$ cat config.mk
export PLATFORM = sky130hd
export DESIGN_NAME = granule_burst_splitter_top
export DESIGN_NICKNAME = d
export VERILOG_FILES = /design/src/rtl/gbs_pkg.sv /design/src/rtl/gbs_alu.sv /design/src/rtl/gbs_pend_fifo.sv /design/src/rtl/gbs_ctrl.sv /design/src/rtl/granule_burst_splitter_top.sv
export SDC_FILE = /design/constraint.sdc
export NUM_CORES = 1
export LEC_CHECK = 0
export ABC_CLOCK_PERIOD_IN_PS = 6330
export BUFFER_PORTS_ARGS = -buffer_cell sky130_fd_sc_hd__buf_4
export CAP_MARGIN = 15
export CORE_MARGIN = 4
export CORE_UTILIZATION = 59
export CTS_BUF_LIST = sky130_fd_sc_hd__clkbuf_4 sky130_fd_sc_hd__clkbuf_8 sky130_fd_sc_hd__clkbuf_16
export CTS_CLUSTER_SIZE = 40
export DETAILED_ROUTE_END_ITERATION = 10
export PLACE_DENSITY = 0.8
export SYNTH_ARGS = -nofsm -noshare
export SYNTH_HDL_FRONTEND = slang
export SYNTH_SLANG_ARGS = --single-unit
$ cat constraint.sdc
create_clock -name clk -period 6.33 [get_ports clk]
set_input_delay 0.9495 -clock clk [delete_from_list [all_inputs] [get_ports clk]]
set_output_delay 0.9495 -clock clk [all_outputs]
set_load 0.02 [all_outputs]
$ cat src/rtl/gbs_pkg.sv
// Shared constants, types and helper functions of the granule burst splitter.
`timescale 1ns / 1ps
package gbs_pkg;

  localparam int GRANULE_BYTES     = 64;
  localparam int GRANULE_LOG       = 6;
  localparam int MAX_REQUEST_BYTES = 256;
  localparam int MAX_BURSTS        = 5;
  localparam int READ_CAP          = MAX_BURSTS * GRANULE_BYTES;
  localparam int PENDING_DEPTH_DEF = 8;

  localparam int ADDR_W = 32;
  localparam int SIZE_W = 9;
  localparam int MASK_W = 64;
  localparam int ALU_W  = 10;
  localparam int BIDX_W = 3;
  localparam int BASE_W = ADDR_W - GRANULE_LOG;

  // Input word kinds.
  localparam logic [1:0] KIND_HDR   = 2'd0;
  localparam logic [1:0] KIND_WDATA = 2'd1;
  localparam logic [1:0] KIND_RDATA = 2'd2;

  // Output word kinds.
  localparam logic [1:0] OUT_BURST  = 2'd0;
  localparam logic [1:0] OUT_WLANE  = 2'd1;
  localparam logic [1:0] OUT_RDATA  = 2'd2;
  localparam logic [1:0] OUT_RDONE  = 2'd3;

  typedef enum logic [3:0] {
    ST_IDLE,
    ST_HDR_END,
    ST_BURST,
    ST_WR_LANE,
    ST_RD_END,
    ST_RD_LO,
    ST_RD_HI,
    ST_RD_DATA,
    ST_RD_DONE
  } gbs_state_t;

  typedef enum logic {
    ALU_ADD,
    ALU_SUB
  } alu_op_t;

  typedef struct packed {
    alu_op_t            op;
    logic [ALU_W-1:0]   a;
    logic [ALU_W-1:0]   b;
  } alu_req_t;

  typedef struct packed {
    logic [ALU_W-1:0]   res;
    logic               borrow;
  } alu_rsp_t;

  typedef struct packed {
    logic                   push;
    logic                   pop;
    logic [GRANULE_LOG-1:0] push_off;
    logic [SIZE_W-1:0]      push_size;
  } fifo_ctl_t;

  typedef struct packed {
    logic                   empty;
    logic                   full;
    logic [GRANULE_LOG-1:0] head_off;
    logic [SIZE_W-1:0]      head_size;
  } fifo_stat_t;

  typedef struct packed {
    logic [1:0]             kind;
    logic [ADDR_W-1:0]      burst_addr;
    logic [MASK_W-1:0]      strobe_mask;
    logic                   burst_write;
    logic [GRANULE_LOG-1:0] lane;
    logic [7:0]             byte_out;
    logic [7:0]             byte_index;
    logic                   last;
  } gbs_res_t;

  // Ones in every lane below n; n of a full granule or more gives all ones.
  function automatic logic [MASK_W-1:0] gbs_below(input logic [GRANULE_LOG:0] n);
    logic [MASK_W-1:0] m;
    begin
      if (n[GRANULE_LOG]) begin
        m = '1;
      end else begin
        m = ~({MASK_W{1'b1}} << n[GRANULE_LOG-1:0]);
      end
      return m;
    end
  endfunction

endpackage

$ cat src/rtl/gbs_alu.sv
// Shared add and subtract unit used by the arithmetic steps of the sequencer.
`timescale 1ns / 1ps
module gbs_alu (
  input  gbs_pkg::alu_req_t req,
  output gbs_pkg::alu_rsp_t rsp
);
  import gbs_pkg::*;

  logic [ALU_W-1:0] b_eff;
  logic [ALU_W:0]   sum;

  // Subtraction is a plus the complement of b plus one; a missing carry is a borrow.
  assign b_eff = (req.op == ALU_SUB) ? ~req.b : req.b;
  assign sum   = {1'b0, req.a} + {1'b0, b_eff} + {{ALU_W{1'b0}}, (req.op == ALU_SUB)};

  assign rsp.res    = sum[ALU_W-1:0];
  assign rsp.borrow = (req.op == ALU_SUB) & ~sum[ALU_W];

endmodule

$ cat src/rtl/gbs_pend_fifo.sv
// FIFO of pending reads holding each read's granule offset and size.
`timescale 1ns / 1ps
module gbs_pend_fifo #(
  parameter int DEPTH = gbs_pkg::PENDING_DEPTH_DEF
) (
  input  logic                 clk,
  input  logic                 rst_n,
  input  gbs_pkg::fifo_ctl_t   ctl,
  output gbs_pkg::fifo_stat_t  stat
);
  import gbs_pkg::*;

  localparam int PTR_W = (DEPTH > 1) ? $clog2(DEPTH) : 1;
  localparam int CNT_W = $clog2(DEPTH + 1);

  logic [GRANULE_LOG-1:0] off_mem [DEPTH];
  logic [SIZE_W-1:0]      size_mem[DEPTH];

  logic [PTR_W-1:0] head_r, head_nxt;
  logic [PTR_W-1:0] tail_r, tail_nxt;
  logic [CNT_W-1:0] count_r, count_nxt;

  function automatic logic [PTR_W-1:0] ptr_inc(input logic [PTR_W-1:0] p);
    begin
      if (p == PTR_W'(DEPTH - 1)) begin
        return '0;
      end else begin
        return p + PTR_W'(1);
      end
    end
  endfunction

  always_comb begin
    head_nxt  = head_r;
    tail_nxt  = tail_r;
    count_nxt = count_r;
    if (ctl.push) begin
      tail_nxt = ptr_inc(tail_r);
    end
    if (ctl.pop) begin
      head_nxt = ptr_inc(head_r);
    end
    if (ctl.push && !ctl.pop) begin
      count_nxt = count_r + CNT_W'(1);
    end else if (ctl.pop && !ctl.push) begin
      count_nxt = count_r - CNT_W'(1);
    end
  end

  always_ff @(posedge clk) begin
    if (!rst_n) begin
      head_r  <= '0;
      tail_r  <= '0;
      count_r <= '0;
    end else begin
      head_r  <= head_nxt;
      tail_r  <= tail_nxt;
      count_r <= count_nxt;
    end
  end

  always_ff @(posedge clk) begin
    if (ctl.push) begin
      off_mem[tail_r]  <= ctl.push_off;
      size_mem[tail_r] <= ctl.push_size;
    end
  end

  assign stat.empty     = (count_r == '0);
  assign stat.full      = (count_r == CNT_W'(DEPTH));
  assign stat.head_off  = off_mem[head_r];
  assign stat.head_size = size_mem[head_r];

endmodule

$ cat src/rtl/gbs_ctrl.sv
// Sequencer that steps each word through the shared adder and builds the result words.
`timescale 1ns / 1ps
module gbs_ctrl (
  input  logic                              clk,
  input  logic                              rst_n,
  input  logic                              in_valid,
  output logic                              in_ready,
  input  logic [1:0]                        in_kind,
  input  logic [gbs_pkg::ADDR_W-1:0]        in_request_addr,
  input  logic [gbs_pkg::SIZE_W-1:0]        in_request_size,
  input  logic                              in_request_write,
  input  logic [7:0]                        in_byte_in,
  input  logic                              slot_free,
  output logic                              res_valid,
  output gbs_pkg::gbs_res_t                 res,
  output gbs_pkg::alu_req_t                 alu_req,
  input  gbs_pkg::alu_rsp_t                 alu_rsp,
  output gbs_pkg::fifo_ctl_t                fifo_ctl,
  input  gbs_pkg::fifo_stat_t               fifo_stat
);
  import gbs_pkg::*;

  gbs_state_t             state_r,     state_nxt;
  logic [BASE_W-1:0]      base_r,      base_nxt;
  logic [GRANULE_LOG-1:0] off_r,       off_nxt;
  logic [SIZE_W-1:0]      size_r,      size_nxt;
  logic                   wr_r,        wr_nxt;
  logic [7:0]             byte_r,      byte_nxt;
  logic [ALU_W-1:0]       rem_r,       rem_nxt;
  logic [BIDX_W-1:0]      gidx_r,      gidx_nxt;
  logic [GRANULE_LOG-1:0] write_off_r, write_off_nxt;
  logic [SIZE_W-1:0]      write_pos_r, write_pos_nxt;
  logic [SIZE_W-1:0]      read_pos_r,  read_pos_nxt;
  logic [ALU_W-1:0]       end_r,       end_nxt;
  logic [7:0]             idx_r,       idx_nxt;
  logic                   ge_r,        ge_nxt;
  logic                   inrng_r,     inrng_nxt;
  logic                   done_r,      done_nxt;

  logic [SIZE_W-1:0]      size_sat;
  logic [SIZE_W-1:0]      pos1;
  logic [GRANULE_LOG:0]   lane_hi;
  logic [GRANULE_LOG:0]   lane_lo;
  logic                   burst_last;

  assign size_sat = (in_request_size > SIZE_W'(MAX_REQUEST_BYTES)) ?
                    SIZE_W'(MAX_REQUEST_BYTES) : in_request_size;
  assign pos1     = read_pos_r + SIZE_W'(1);

  assign lane_hi    = (rem_r >= ALU_W'(GRANULE_BYTES)) ?
                      (GRANULE_LOG+1)'(GRANULE_BYTES) : rem_r[GRANULE_LOG:0];
  assign lane_lo    = (gidx_r == '0) ? {1'b0, off_r} : '0;
  assign burst_last = (rem_r <= ALU_W'(GRANULE_BYTES)) ||
                      (gidx_r == BIDX_W'(MAX_BURSTS - 1));

  always_comb begin
    state_nxt     = state_r;
    base_nxt      = base_r;
    off_nxt       = off_r;
    size_nxt      = size_r;
    wr_nxt        = wr_r;
    byte_nxt      = byte_r;
    rem_nxt       = rem_r;
    gidx_nxt      = gidx_r;
    write_off_nxt = write_off_r;
    write_pos_nxt = write_pos_r;
    read_pos_nxt  = read_pos_r;
    end_nxt       = end_r;
    idx_nxt       = idx_r;
    ge_nxt        = ge_r;
    inrng_nxt     = inrng_r;
    done_nxt      = done_r;
    in_ready      = (state_r == ST_IDLE);
    res_valid     = 1'b0;
    res           = '0;
    alu_req       = '{op: ALU_ADD, a: '0, b: '0};
    fifo_ctl      = '0;

    case (state_r)
      ST_IDLE: begin
        if (in_valid) begin
          case (in_kind)
            KIND_HDR: begin
              if ((in_request_size != '0) && (in_request_write || !fifo_stat.full)) begin
                base_nxt  = in_request_addr[ADDR_W-1:GRANULE_LOG];
                off_nxt   = in_request_addr[GRANULE_LOG-1:0];
                size_nxt  = size_sat;
                wr_nxt    = in_request_write;
                state_nxt = ST_HDR_END;
                if (in_request_write) begin
                  write_off_nxt = in_request_addr[GRANULE_LOG-1:0];
                  write_pos_nxt = '0;
                end else begin
                  fifo_ctl.push      = 1'b1;
                  fifo_ctl.push_off  = in_request_addr[GRANULE_LOG-1:0];
                  fifo_ctl.push_size = size_sat;
                end
              end
            end
            KIND_WDATA: begin
              byte_nxt  = in_byte_in;
              state_nxt = ST_WR_LANE;
            end
            KIND_RDATA: begin
              if (!fifo_stat.empty) begin
                byte_nxt  = in_byte_in;
                state_nxt = ST_RD_END;
              end
            end
            default: begin
            end
          endcase
        end
      end

      ST_HDR_END: begin
        // End of the request measured from the first granule's base.
        alu_req   = '{op: ALU_ADD, a: ALU_W'(off_r), b: ALU_W'(size_r)};
        rem_nxt   = alu_rsp.res;
        gidx_nxt  = '0;
        state_nxt = ST_BURST;
      end

      ST_BURST: begin
        alu_req = '{op: ALU_SUB, a: rem_r, b: ALU_W'(GRANULE_BYTES)};
        if (slot_free) begin
          res_valid       = 1'b1;
          res.kind        = OUT_BURST;
          res.burst_addr  = {base_r, {GRANULE_LOG{1'b0}}};
          res.strobe_mask = gbs_below(lane_hi) & ~gbs_below(lane_lo);
          res.burst_write = wr_r;
          res.last        = burst_last;
          rem_nxt         = alu_rsp.res;
          base_nxt        = base_r + BASE_W'(1);
          gidx_nxt        = gidx_r + BIDX_W'(1);
          if (burst_last) begin
            state_nxt = ST_IDLE;
          end
        end
      end

      ST_WR_LANE: begin
        alu_req = '{op: ALU_ADD, a: ALU_W'(write_off_r), b: ALU_W'(write_pos_r)};
        if (slot_free) begin
          res_valid     = 1'b1;
          res.kind      = OUT_WLANE;
          res.lane      = alu_rsp.res[GRANULE_LOG-1:0];
          res.byte_out  = byte_r;
          write_pos_nxt = write_pos_r + SIZE_W'(1);
          state_nxt     = ST_IDLE;
        end
      end

      ST_RD_END: begin
        alu_req   = '{op: ALU_ADD, a: ALU_W'(fifo_stat.head_off),
                      b: ALU_W'(fifo_stat.head_size)};
        end_nxt   = alu_rsp.res;
        state_nxt = ST_RD_LO;
      end

      ST_RD_LO: begin
        alu_req   = '{op: ALU_SUB, a: ALU_W'(read_pos_r), b: ALU_W'(fifo_stat.head_off)};
        ge_nxt    = ~alu_rsp.borrow;
        idx_nxt   = alu_rsp.res[7:0];
        state_nxt = ST_RD_HI;
      end

      ST_RD_HI: begin
        // One subtract of the next position against the end gives both the
        // upper range check and whether the last needed granule is complete.
        alu_req   = '{op: ALU_SUB, a: ALU_W'(pos1), b: end_r};
        inrng_nxt = ge_r && (alu_rsp.borrow || (alu_rsp.res == '0));
        done_nxt  = (pos1[GRANULE_LOG-1:0] == '0) &&
                    (!alu_rsp.borrow || (pos1 == SIZE_W'(READ_CAP)));
        state_nxt = ST_RD_DATA;
      end

      ST_RD_DATA: begin
        if (!inrng_r || slot_free) begin
          if (inrng_r) begin
            res_valid      = 1'b1;
            res.kind       = OUT_RDATA;
            res.byte_out   = byte_r;
            res.byte_index = idx_r;
          end
          if (done_r) begin
            state_nxt = ST_RD_DONE;
          end else begin
            read_pos_nxt = pos1;
            state_nxt    = ST_IDLE;
          end
        end
      end

      ST_RD_DONE: begin
        if (slot_free) begin
          res_valid    = 1'b1;
          res.kind     = OUT_RDONE;
          read_pos_nxt = '0;
          fifo_ctl.pop = 1'b1;
          state_nxt    = ST_IDLE;
        end
      end

      default: begin
        state_nxt = ST_IDLE;
      end
    endcase
  end

  always_ff @(posedge clk) begin
    if (!rst_n) begin
      state_r     <= ST_IDLE;
      write_off_r <= '0;
      write_pos_r <= '0;
      read_pos_r  <= '0;
    end else begin
      state_r     <= state_nxt;
      write_off_r <= write_off_nxt;
      write_pos_r <= write_pos_nxt;
      read_pos_r  <= read_pos_nxt;
    end
  end

  always_ff @(posedge clk) begin
    base_r  <= base_nxt;
    off_r   <= off_nxt;
    size_r  <= size_nxt;
    wr_r    <= wr_nxt;
    byte_r  <= byte_nxt;
    rem_r   <= rem_nxt;
    gidx_r  <= gidx_nxt;
    end_r   <= end_nxt;
    idx_r   <= idx_nxt;
    ge_r    <= ge_nxt;
    inrng_r <= inrng_nxt;
    done_r  <= done_nxt;
  end

endmodule

$ cat src/rtl/granule_burst_splitter_top.sv
// Top level of the granule burst splitter: sequencer, shared adder, read FIFO, output register.
//
//   Channel | Direction | Handshake            | Word contents
//   --------+-----------+----------------------+------------------------------------------
//   in_     | input     | in_valid / in_ready   | kind, request address/size/write, byte
//   out_    | output    | out_valid / out_ready | kind, burst addr, strobes, lane, byte, index
//
// A request header is taken, then has its end found in the shared adder in ST_HDR_END, and
// then gives one burst command per ST_BURST step while the output is free, for n bursts in
// all (n is at most five). A write data word passes through ST_WR_LANE, a read response
// word through ST_RD_END, ST_RD_LO, ST_RD_HI and ST_RD_DATA, plus ST_RD_DONE when it closes
// the head read, and a word that is dropped is only taken. The steps are set by the single
// adder, which does one add or subtract per cycle for the sequencer.
// Reset is synchronous and active low; it empties the pending read FIFO and clears
// the write lane and read position counters.
// When out_ready is low and the output register is full the sequencer holds in its current
// emitting step; the register loads a new word in the same cycle that the last one is taken.
`timescale 1ns / 1ps
module granule_burst_splitter_top #(
  parameter int PENDING_DEPTH = gbs_pkg::PENDING_DEPTH_DEF
) (
  input  logic                                 clk,
  input  logic                                 rst_n,
  input  logic                                 in_valid,
  output logic                                 in_ready,
  input  logic [1:0]                           in_kind,
  input  logic [gbs_pkg::ADDR_W-1:0]           in_request_addr,
  input  logic [gbs_pkg::SIZE_W-1:0]           in_request_size,
  input  logic                                 in_request_write,
  input  logic [7:0]                           in_byte_in,
  output logic                                 out_valid,
  input  logic                                 out_ready,
  output logic [1:0]                           out_kind,
  output logic [gbs_pkg::ADDR_W-1:0]           out_burst_addr,
  output logic [gbs_pkg::MASK_W-1:0]           out_strobe_mask,
  output logic                                 out_burst_write,
  output logic [gbs_pkg::GRANULE_LOG-1:0]      out_lane,
  output logic [7:0]                           out_byte_out,
  output logic [7:0]                           out_byte_index,
  output logic                                 out_last
);
  import gbs_pkg::*;

  alu_req_t   alu_req;
  alu_rsp_t   alu_rsp;
  fifo_ctl_t  fifo_ctl;
  fifo_stat_t fifo_stat;
  gbs_res_t   res;
  logic       res_valid;
  logic       slot_free;

  // The output register holds one result word; it is free when empty or
  // when its word is being taken in this cycle.
  logic       out_valid_r, out_valid_nxt;
  gbs_res_t   out_res_r;

  assign slot_free = !out_valid_r || out_ready;

  gbs_ctrl u_ctrl (
    .clk              (clk),
    .rst_n            (rst_n),
    .in_valid         (in_valid),
    .in_ready         (in_ready),
    .in_kind          (in_kind),
    .in_request_addr  (in_request_addr),
    .in_request_size  (in_request_size),
    .in_request_write (in_request_write),
    .in_byte_in       (in_byte_in),
    .slot_free        (slot_free),
    .res_valid        (res_valid),
    .res              (res),
    .alu_req          (alu_req),
    .alu_rsp          (alu_rsp),
    .fifo_ctl         (fifo_ctl),
    .fifo_stat        (fifo_stat)
  );

  gbs_alu u_alu (
    .req (alu_req),
    .rsp (alu_rsp)
  );

  gbs_pend_fifo #(
    .DEPTH (PENDING_DEPTH)
  ) u_pend_fifo (
    .clk   (clk),
    .rst_n (rst_n),
    .ctl   (fifo_ctl),
    .stat  (fifo_stat)
  );

  always_comb begin
    out_valid_nxt = out_valid_r;
    if (slot_free) begin
      out_valid_nxt = res_valid;
    end
  end

  always_ff @(posedge clk) begin
    if (!rst_n) begin
      out_valid_r <= 1'b0;
    end else begin
      out_valid_r <= out_valid_nxt;
    end
  end

  always_ff @(posedge clk) begin
    if (slot_free && res_valid) begin
      out_res_r <= res;
    end
  end

  assign out_valid       = out_valid_r;
  assign out_kind        = out_res_r.kind;
  assign out_burst_addr  = out_res_r.burst_addr;
  assign out_strobe_mask = out_res_r.strobe_mask;
  assign out_burst_write = out_res_r.burst_write;
  assign out_lane        = out_res_r.lane;
  assign out_byte_out    = out_res_r.byte_out;
  assign out_byte_index  = out_res_r.byte_index;
  assign out_last        = out_res_r.last;

endmodule

# Word level (Yosys, flattened, before mapping)
# Memories as Yosys holds them, arrays and structs flattened. A register that Yosys moved wholly into a read port is not among the register bits.
# Index checks and enable logic that the tools add are counted.
# totals
regBits	245
output_inout_bits	124
wordCells	204
memories	2
input_bits	56
ramBits	120
# memory_table
name	depth	word_bits	read_ports	rd_ports_with_merged_regs	write_ports	line_no	rtl
u_pend_fifo.size_mem	8	9	1	1	1	gbs_pend_fifo.sv:17	logic [SIZE_W-1:0] size_mem[DEPTH];
u_pend_fifo.off_mem	8	6	1	1	1	gbs_pend_fifo.sv:16	logic [GRANULE_LOG-1:0] off_mem [DEPTH];
# op_classes
n_eq_ne	30
shift	2
order_cmp	3
n_reduce_logical	44
muxes	76
bitwise_logic	8
n_addsub	10
# ops
operator	count
64-bit two-way mux	6
64-bit NOT	3
64-bit by 6-bit << shifter with 64-bit output (first input constant)	2
21-bit one-hot mux with 6 select lines	1
26-bit two-way mux	4
9-bit two-way mux	9
15-bit two-way mux	5
64-bit bitwise AND	1
26-bit one-hot mux with 2 select lines	1
4-bit two-way mux	10
9-bit one-hot mux with 2 select lines	2
16-bit two-way mux	2
4-bit one-hot mux with 8 select lines	1
8-bit one-hot mux with 2 select lines	2
26-bit by 1-bit adder with 26-bit output (second input constant)	1
3-bit two-way mux	7
10-bit two-way mux	2
10-bit one-hot mux with 2 select lines	1
9-bit by 1-bit adder with 9-bit output (second input constant)	2
4-bit by 3-bit equality test with 1-bit output (second input constant)	4
8-bit two-way mux	2
1-bit two-way mux	12
2-bit by 1-bit != test with 1-bit output (second input constant)	6
2-bit != test (second input constant)	6
46 further kinds	81

# Depth between registers and ports, before layout
# Gate-level depths: netlist of the first run.
# depth
ltp_word	12
ltp_mapped	19
ltp_nobuf	17

# Modules after synthesis
# From an unflattened synthesis of the first run, not the netlist that was laid out.
# hier_totals
hier_cells	1294
area_unflattened_um2	16901.2
# by_module_without_submodules
mod	seq_area_each_um2	instances	cells_per_inst	area_each_um2
gbs_ctrl	3083.0	1	854	7355.8
gbs_pend_fifo	3863.7	1	244	5277.6
granule_burst_splitter_top	3683.5	1	127	3721.1
gbs_alu	0.0	1	69	546.8

# Worst setup path before layout of the first run
# OpenSTA, ideal clock, no wires.
# synth_path
kind	input-to-reg
from	in out_ready
to	reg out_res_r (netlist bit out_burst_addr[10]) (enable)
cell_stages	5
required_time_ns	5.842
t_arrival_ns	4.408
setup_ns	0.488
setup_slack_ns	1.434
n_path_buf	3
cell_sequence	nand2b_1 clkbuf_1 clkbuf_1 clkbuf_1 and2_1
# synth_between
elab_chain_cells	5
elab_cells_between_ends	6
cone_classes	3 x mux; 3 x reduce/logical
# synth_lines
item	line_no	rtl
from (decl)	granule_burst_splitter_top.sv:32	input logic out_ready,
1-bit logical OR *	granule_burst_splitter_top.sv:57	assign slot_free = !out_valid_r || out_ready;
1-bit logical OR	gbs_ctrl.sv:179	if (!inrng_r || slot_free) begin
1-bit two-way mux	gbs_ctrl.sv:179	
1-bit one-hot mux with 2 select lines	gbs_ctrl.sv:79	case (state_r)
1-bit logical AND *	granule_burst_splitter_top.sv:108	if (slot_free && res_valid) begin
to (signal assigned)	granule_burst_splitter_top.sv:109	out_res_r <= res;
to (decl)	granule_burst_splitter_top.sv:55	gbs_res_t out_res_r;
# Every way passes the cells marked *; elsewhere a longest branch is shown, timed or not.
# A chain may end at the register's enable or synchronous reset.

==> results.sh, run 1 <==
export IMPL_r2r_end="u_ctrl.inrng_r"
export IMPL_ioPinCount=180
export IMPL_cp_start_kind="flop"
export IMPL_busiest_layer="met2"
export IMPL_maxSlewViolCount=0
export IMPL_grt_max_degree=83
export IMPL_cts_buffers=39
export IMPL_clk_pin_slew_ns=0.06
export IMPL_via_per_inst=6.15
export IMPL_postCtsHoldBufs=0
export IMPL_coreArea_um2=27700
export IMPL_finClkSkew_ns=0.0236
export IMPL_worst_r2r_cell_count=17
export IMPL_p_leak_nw=7.28
export IMPL_cts_tree="yes"
export IMPL_drtAntennaViolNets=0
export IMPL_endpoint_kind="flop"
export IMPL_cts_sinks=362
export IMPL_synth_area_leaders="edfxtp_1 58%, dfxtp_1 5.1%, mux4_2 3.9%"
export IMPL_synthCells=1287
export IMPL_area_growth_pct=18.4
export IMPL_cp_required_ns=6.60
export IMPL_synth_top_area_share_pct=58.1
export IMPL_grt_pass1_vias=11381
export IMPL_ys_async_sr_fraction_pct=0
export IMPL_die_h_um=175
export IMPL_worstMarginPinSlew_ns=1.06
export IMPL_comb_power_share_pct=31.8
export IMPL_post_cts_buffers=0
export IMPL_fp_dieW_um=175
export IMPL_drt_iter0_markers=1477
export IMPL_drive_above_1_share_pct=22.2
export IMPL_numPortBuffers=173
export IMPL_ys_seq_area_share_pct=63.2
export IMPL_hold_violations=0
export IMPL_ys_flop_type="edfxtp_1"
export IMPL_crit_type="reg -> reg"
export IMPL_switching_share_pct=35.0
export IMPL_drc=0
export IMPL_place_congestion=0.961
export IMPL_ys_ff_latch=362
export IMPL_hpwl_um=28400
export IMPL_syn_area_um2=16500
export IMPL_grt_usage_pct=26.6
export IMPL_synth_edf_count=320
export IMPL_cts_resized=0
export IMPL_crit_reg2reg_launch="u_ctrl.state_r[3]"
export IMPL_worstHoldPathType="reg -> reg"
export IMPL_antenna_found_initial=0
export IMPL_rrSetupSlack_ns=1.56
export IMPL_die_area_um2=30800
export IMPL_p_total_mw=8.81
export IMPL_critPathMaxFanout=17
export IMPL_max_cap_viol_count=0
export IMPL_outcome="completed"
export IMPL_grt_pass1_wl_um=64500
export IMPL_critPathCapture="u_ctrl.inrng_r"
export IMPL_fin_crit_sh_pct=75.4
export IMPL_rsz0062_at_grt="no"
export IMPL_p_int_mw=5.72
export IMPL_whs_ns=0.485
export IMPL_nFillCells=1853
export IMPL_fin_crit_ns=4.77
export IMPL_num_nets_final=1534
export IMPL_syn_area_per_cell_um2=12.8
export IMPL_root_buffer="clkbuf_16"
export IMPL_cts_htree_levels=2
export IMPL_worstPathArrival_ns=5.05
export IMPL_synth_top_area_cell="edfxtp_1"
export IMPL_setup_violations_final=0
export IMPL_setup_worst_path_start="u_ctrl.state_r[3]"
export IMPL_routed_wl_um=41300
export IMPL_pwr_share_seq_pct=41.1
export IMPL_cts_max_path_buffers=3
export IMPL_synth_distinct_cells=75
export IMPL_clockPowerShare_pct=27.1
export IMPL_vias=11461
export IMPL_slew_headroom_pct=29.6
export IMPL_start_util_pct=59.7
export IMPL_wl_per_cell_um=22.2
export IMPL_fin_setup_tns_ns=0
export IMPL_gr_usage_met3_pct=4.63
export IMPL_insertion_delay_ns=0.54
export IMPL_synth_warnings=0
export IMPL_ir_drop_uv=272
export IMPL_first_pass_iters=8
export IMPL_met2_usage_pct=45.0
export IMPL_powerDensity_nw_per_um2=450
export IMPL_gr_total_overflow=0
export IMPL_p_switching_mw=3.08
export IMPL_antennaDiodeCount=0
export IMPL_grt_use_met1_pct=35.5
export IMPL_rows=61
export IMPL_fmax_ghz=0.210
## critical path: stages, from the launching register on
cell and delay [ns]:
dfxtp_1 0.79, nor2b_1 0.16, nand2_1 0.24, inv_1 0.28, nor3_1 0.58, buf_4 0.29
xor2_1 0.20, inv_1 0.09, fa_1 0.47, nor2b_1 0.12, o21ai_0 0.11, a21boi_0 0.18
o21ai_0 0.12, a21oi_1 0.20, nor2_1 0.08, xnor2_1 0.22, and3b_1 0.21, a31o_1 0.19
## placed cells by master, fill, tap and decap left out, types with 15 or more instances in the layout
cell	n
xor2_1	31
nor3_1	28
mux4_2	29
nand3_1	36
xnor2_1	22
clkbuf_16	41
nand2b_1	15
a211oi_1	28
and2_1	45
nor2_1	91
ha_1	21
buf_4	193
edfxtp_1	320
a221oi_1	24
and3_1	40
a21oi_1	40
nor2b_1	30
inv_1	27
nand2_1	120
o21ai_0	55
mux2i_1	23
dfxtp_1	41
## flip-flops by register name, summed over array words and instances (netlist names), 8 cells and up, named ones only
register,count
out_burst_addr,26
out_byte_index,8
out_byte_out,8
out_strobe_mask,64
u_ctrl.base_r,26
u_ctrl.byte_r,8
u_ctrl.end_r,10
u_ctrl.idx_r,8
u_ctrl.read_pos_r,9
u_ctrl.rem_r,10
u_ctrl.size_r,9
u_ctrl.write_pos_r,9
u_pend_fifo.off_mem,48
u_pend_fifo.size_mem,72
## routing by layer
metal,vias to the layer above,part of all wire [%]
li1,5174,-
met5,-,0
met2,654,49
met4,0,3.5
met1,5496,39
met3,137,8.7
## kinds of logic (layout without fill, tap and decap cells)
| logic type | count (synthesis) | count (layout) | share of synthesized area [%] |
|---|---|---|---|
| buffers and inverters | 100 | 293 | 2.56 |
| xor gates and xnor gates | 53 | 53 | 2.81 |
| and+or+nand+nor | 462 | 462 | 14.4 |
| AOI/OAI and AO/OA | 230 | 230 | 9.56 |
| DFF | 362 | 362 | 63.2 |
| adders and majority gates | 23 | 23 | 1.83 |
| muxes | 56 | 56 | 5.61 |
| other | 1 | 6 | 0.0227 |
## layout make-up
type / instances / area, µm² / area share, %
well taps: 378 / 473 / 2.41
multi-input cells: 830 / 5720 / 29.2
flip-flops and latches: 362 / 10500 / 53.4
inverters: 29 / 109 / 0.556
repair buffers: 193 / 1450 / 7.40
clock buffers: 50 / 1120 / 5.71
clock inverters: 21 / 260 / 1.33
## synth_stat cells (all sizes together) (29+ instances only)
| library cell | instances |
|---|---|
| xor2 | 31 |
| nand2 | 121 |
| edfxtp | 320 |
| o21ai | 58 |
| nand3 | 38 |
| inv | 29 |
| nor2 | 97 |
| mux4 | 29 |
| and3 | 40 |
| dfxtp | 42 |
| nor3 | 32 |
| a211oi | 29 |
| a21oi | 40 |
| and2 | 46 |
| clkbuf | 51 |
| nor2b | 30 |
## per-stage QoR
stage          std cells  setup WS (ns)  utilization (%)  instance area, µm²
6_report            1863           1.56             70.7               19600
5_1_grt             1863           1.20             70.7               19600
4_1_cts             1862           1.62             70.7               19600
3_5_place_dp        1791           1.63             65.7               18200
3_3_place_gp        1791           1.68             65.7               18200
2_1_floorplan       1292           1.43                -               16600
## worst min path at each step
stage	start	end	slack [ns]	cells after the start
floorplan	u_ctrl.write_off_r[1]	u_ctrl.write_off_r[1]	0.44	2
global placement	u_ctrl.write_off_r[2]	u_ctrl.write_off_r[2]	0.45	2
detailed placement	u_ctrl.write_off_r[2]	u_ctrl.write_off_r[2]	0.46	2
CTS	u_ctrl.write_off_r[5]	u_ctrl.write_off_r[5]	0.49	2
global route	u_ctrl.write_off_r[2]	u_ctrl.write_off_r[2]	0.50	2
finish	u_ctrl.write_off_r[5]	u_ctrl.write_off_r[5]	0.49	2
## power by group through the flow
stage          Clock [mW]  Sequential (mW)  Combinational [mW]
6_report             2.39             3.62                2.80
5_1_grt              2.51             3.66                3.02
4_1_cts              2.41             3.61                2.77
3_5_place_dp            0             3.65                2.75
3_3_place_gp            0             3.64                2.70
2_1_floorplan           0             3.76                1.65
Note: power is estimated with default switching activity, not from simulation.
==> run 2: changes to the inputs <==
--- a/config.mk
+++ b/config.mk
@@ -5,7 +5,7 @@
 export SDC_FILE = /design/constraint.sdc
 export NUM_CORES = 1
 export LEC_CHECK = 0
-export ABC_CLOCK_PERIOD_IN_PS = 6330
+export ABC_CLOCK_PERIOD_IN_PS = 4700
 export BUFFER_PORTS_ARGS = -buffer_cell sky130_fd_sc_hd__buf_4
 export CAP_MARGIN = 15
 export CORE_MARGIN = 4
==> constraint.sdc (replaced) <==
create_clock -name clk -period 4.7 [get_ports clk]
set_input_delay 0.705 -clock clk [delete_from_list [all_inputs] [get_ports clk]]
set_output_delay 0.705 -clock clk [all_outputs]
set_load 0.02 [all_outputs]
==> run 2 against run 1 <==
The flow now finishes with violations (design-rule violations). Die area stayed put. Global-route usage fell by 0.53 points. Combinational power is 38% higher. Sequential share of layout area is 0.23 points higher. Largest power group unchanged. Highest routed layer unchanged.
==> results.sh, run 2 (synthesis gave the netlist of run 1 again) <==
export IMPL_outcome="complete, but fails checks"
export IMPL_violations="design-rule violations"
export IMPL_coreArea_um2=27700
export IMPL_place_congestion=0.977
export IMPL_fin_crit_sh_pct=89.0
export IMPL_ir_drop_uv=367
export IMPL_via_per_inst=6.11
export IMPL_drive_above_1_share_pct=22.7
export IMPL_slowest_delay_ns=0.55
export IMPL_crit_chain="buf_4 > mux4_2 > mux2i_1 > o22ai_1 > a211oi_1 > xor2_1 > ha_1 > a21boi_0 > o21ai_0 > a21oi_1 > o21ai_0 > a21boi_0 > or3_1 > o21a_1"
export IMPL_antenna_found_initial=0
export IMPL_routed_top_layer="met4"
export IMPL_fin_setup_tns_ns=0
export IMPL_endpoint_kind="flop"
export IMPL_first_pass_iters=9
export IMPL_fin_cells=1876
export IMPL_r2r_end="u_ctrl.done_r"
export IMPL_cts_tree="yes"
export IMPL_route_met2_wl_um=19900
export IMPL_num_nets_final=1548
export IMPL_fmax_ghz=0.239
export IMPL_crit_type="reg -> reg"
export IMPL_start_util_pct=59.7
export IMPL_finClkSkew_ns=0.0248
export IMPL_vias=11470
export IMPL_ioPinCount=180
export IMPL_cts_htree_levels=2
export IMPL_die_h_um=175
export IMPL_grt_max_degree=65
export IMPL_postCtsHoldBufs=0
export IMPL_final_cell_mix="320 x edfxtp_1, 208 x buf_4, 120 x nand2_1, 94 x nor2_1, 55 x o21ai_0"
export IMPL_slowest_stage="mux4_2"
export IMPL_cts_sinks=362
export IMPL_slew_headroom_pct=21.4
export IMPL_maxSlewViolCount=0
export IMPL_wl_met3_um=3080
export IMPL_largest_register="u_pend_fifo.size_mem"
export IMPL_grt_usage_pct=26.1
export IMPL_min_delay_start="in_byte_in[4]"
export IMPL_fin_crit_ns=4.18
export IMPL_hpwl_um=28800
export IMPL_post_place_cells=1808
export IMPL_insertion_delay_ns=0.53
export IMPL_max_cap_viol_count=0
export IMPL_largest_reg_flops=72
export IMPL_powerDensity_nw_per_um2=587
export IMPL_cts_max_path_buffers=3
export IMPL_area_growth_pct=17.9
export IMPL_antennaDiodeCount=0
export IMPL_die_area_um2=30800
export IMPL_drtAntennaViolNets=0
export IMPL_hold_violations=0
export IMPL_p_leak_nw=7.27
export IMPL_numPortBuffers=173
export IMPL_wl_met1_um=16200
export IMPL_worstMarginPinSlew_ns=1.18
export IMPL_root_buffer="clkbuf_16"
export IMPL_drt_iter0_markers=1267
export IMPL_worstHoldEndpoint="u_ctrl.byte_r[4]"
export IMPL_drc=1
export IMPL_worstHoldPathType="in -> reg"
export IMPL_worstPathArrival_ns=4.46
export IMPL_gr_total_overflow=0
export IMPL_cp_required_ns=4.98
export IMPL_holdPathStages=1
export IMPL_worst_r2r_cell_count=14
export IMPL_wl_per_cell_um=21.8
export IMPL_clk_pin_slew_ns=0.06
export IMPL_grt_pass1_vias=11265
export IMPL_cts_buffers=37
export IMPL_cp_start_kind="flop"
export IMPL_final_common_cell="edfxtp_1"
export IMPL_rsz0062_at_grt="no"
export IMPL_routed_wl_um=40800
export IMPL_cpLargestDelayFamily="compound AO/OA/AOI/OAI gates"
export IMPL_rrSetupSlack_ns=0.52
export IMPL_worst_path_buf_inv=1
export IMPL_rows=61
export IMPL_setup_violations_final=0
export IMPL_fp_dieW_um=175
export IMPL_grt_pass1_wl_um=63000
export IMPL_critPathMaxFanout=15
-- run 2: cell type report --
class                      count  area [µm²]
clock buffer                  46         993
tap                          378         473
fill                        1890        8200
multi-input combinational    830        5730
sequential                   362       10500
timing repair buffer         209        1580
inverter                      29         109
clock inverter                22         168
-- run 2: worst reg2reg max path, delay by kind of cell (launching register included) --
kind | cells | cell delay (ns)
muxes | 2 | 0.94
xor gates and xnor gates | 1 | 0.19
AOI/OAI and AO/OA | 8 | 1.34
DFF | 1 | 0.47
buffers and inverters | 1 | 0.34
and+or+nand+nor | 1 | 0.34
adders and majority gates | 1 | 0.32
-- run 2: layer usage --
| layer | vias to the layer above | track usage (%) |
|---|---|---|
| li1 | 5204 | - |
| met1 | 5534 | 35.0 |
| met2 | 603 | 43.9 |
| met3 | 129 | 3.55 |
| met4 | 0 | 10.1 |
| met5 | - | 0 |
-- run 2: where the power goes --
part / switching, mW / total [mW] / leakage [nW] / internal, mW
Clock: 1.19 / 2.77 / 0.592 / 1.58
Combinational: 2.50 / 3.86 / 3.30 / 1.36
Sequential: 0.391 / 4.81 / 3.38 / 4.42
-- run 2: timing repair --
action | in CTS | in global routing
buffers inserted | 0 | 0
gates resized for setup | 0 | 1
endpoints found under the setup margin | 0 | 2
-- run 2: through the flow --
step	hold WS, ns	cell area, µm²	total power, mW	util [%]	setup WS [ns]
after CTS	0.349	19500	11.4	70.4	0.448
after global placement	0.457	18300	8.59	66.2	0.515
after global routing	0.353	19500	12.0	70.4	0.0297
after detailed placement	0.464	18300	8.66	66.2	0.471
after floorplan	0.443	16600	7.29	-	0.0489
final	0.367	19500	11.4	70.4	0.518
-- run 2: how the worst max path moves through the flow --
stage              start  cells after the start                 end  slack, ns
2_1_floorplan  out_ready                      5  out_burst_addr[10]       0.05
3_3_place_gp        flop                     15       u_ctrl.done_r       0.52
3_5_place_dp        flop                     15       u_ctrl.done_r       0.47
4_1_cts             flop                     15       u_ctrl.done_r       0.45
5_1_grt             flop                     15       u_ctrl.done_r       0.03
6_report            flop                     14       u_ctrl.done_r       0.52
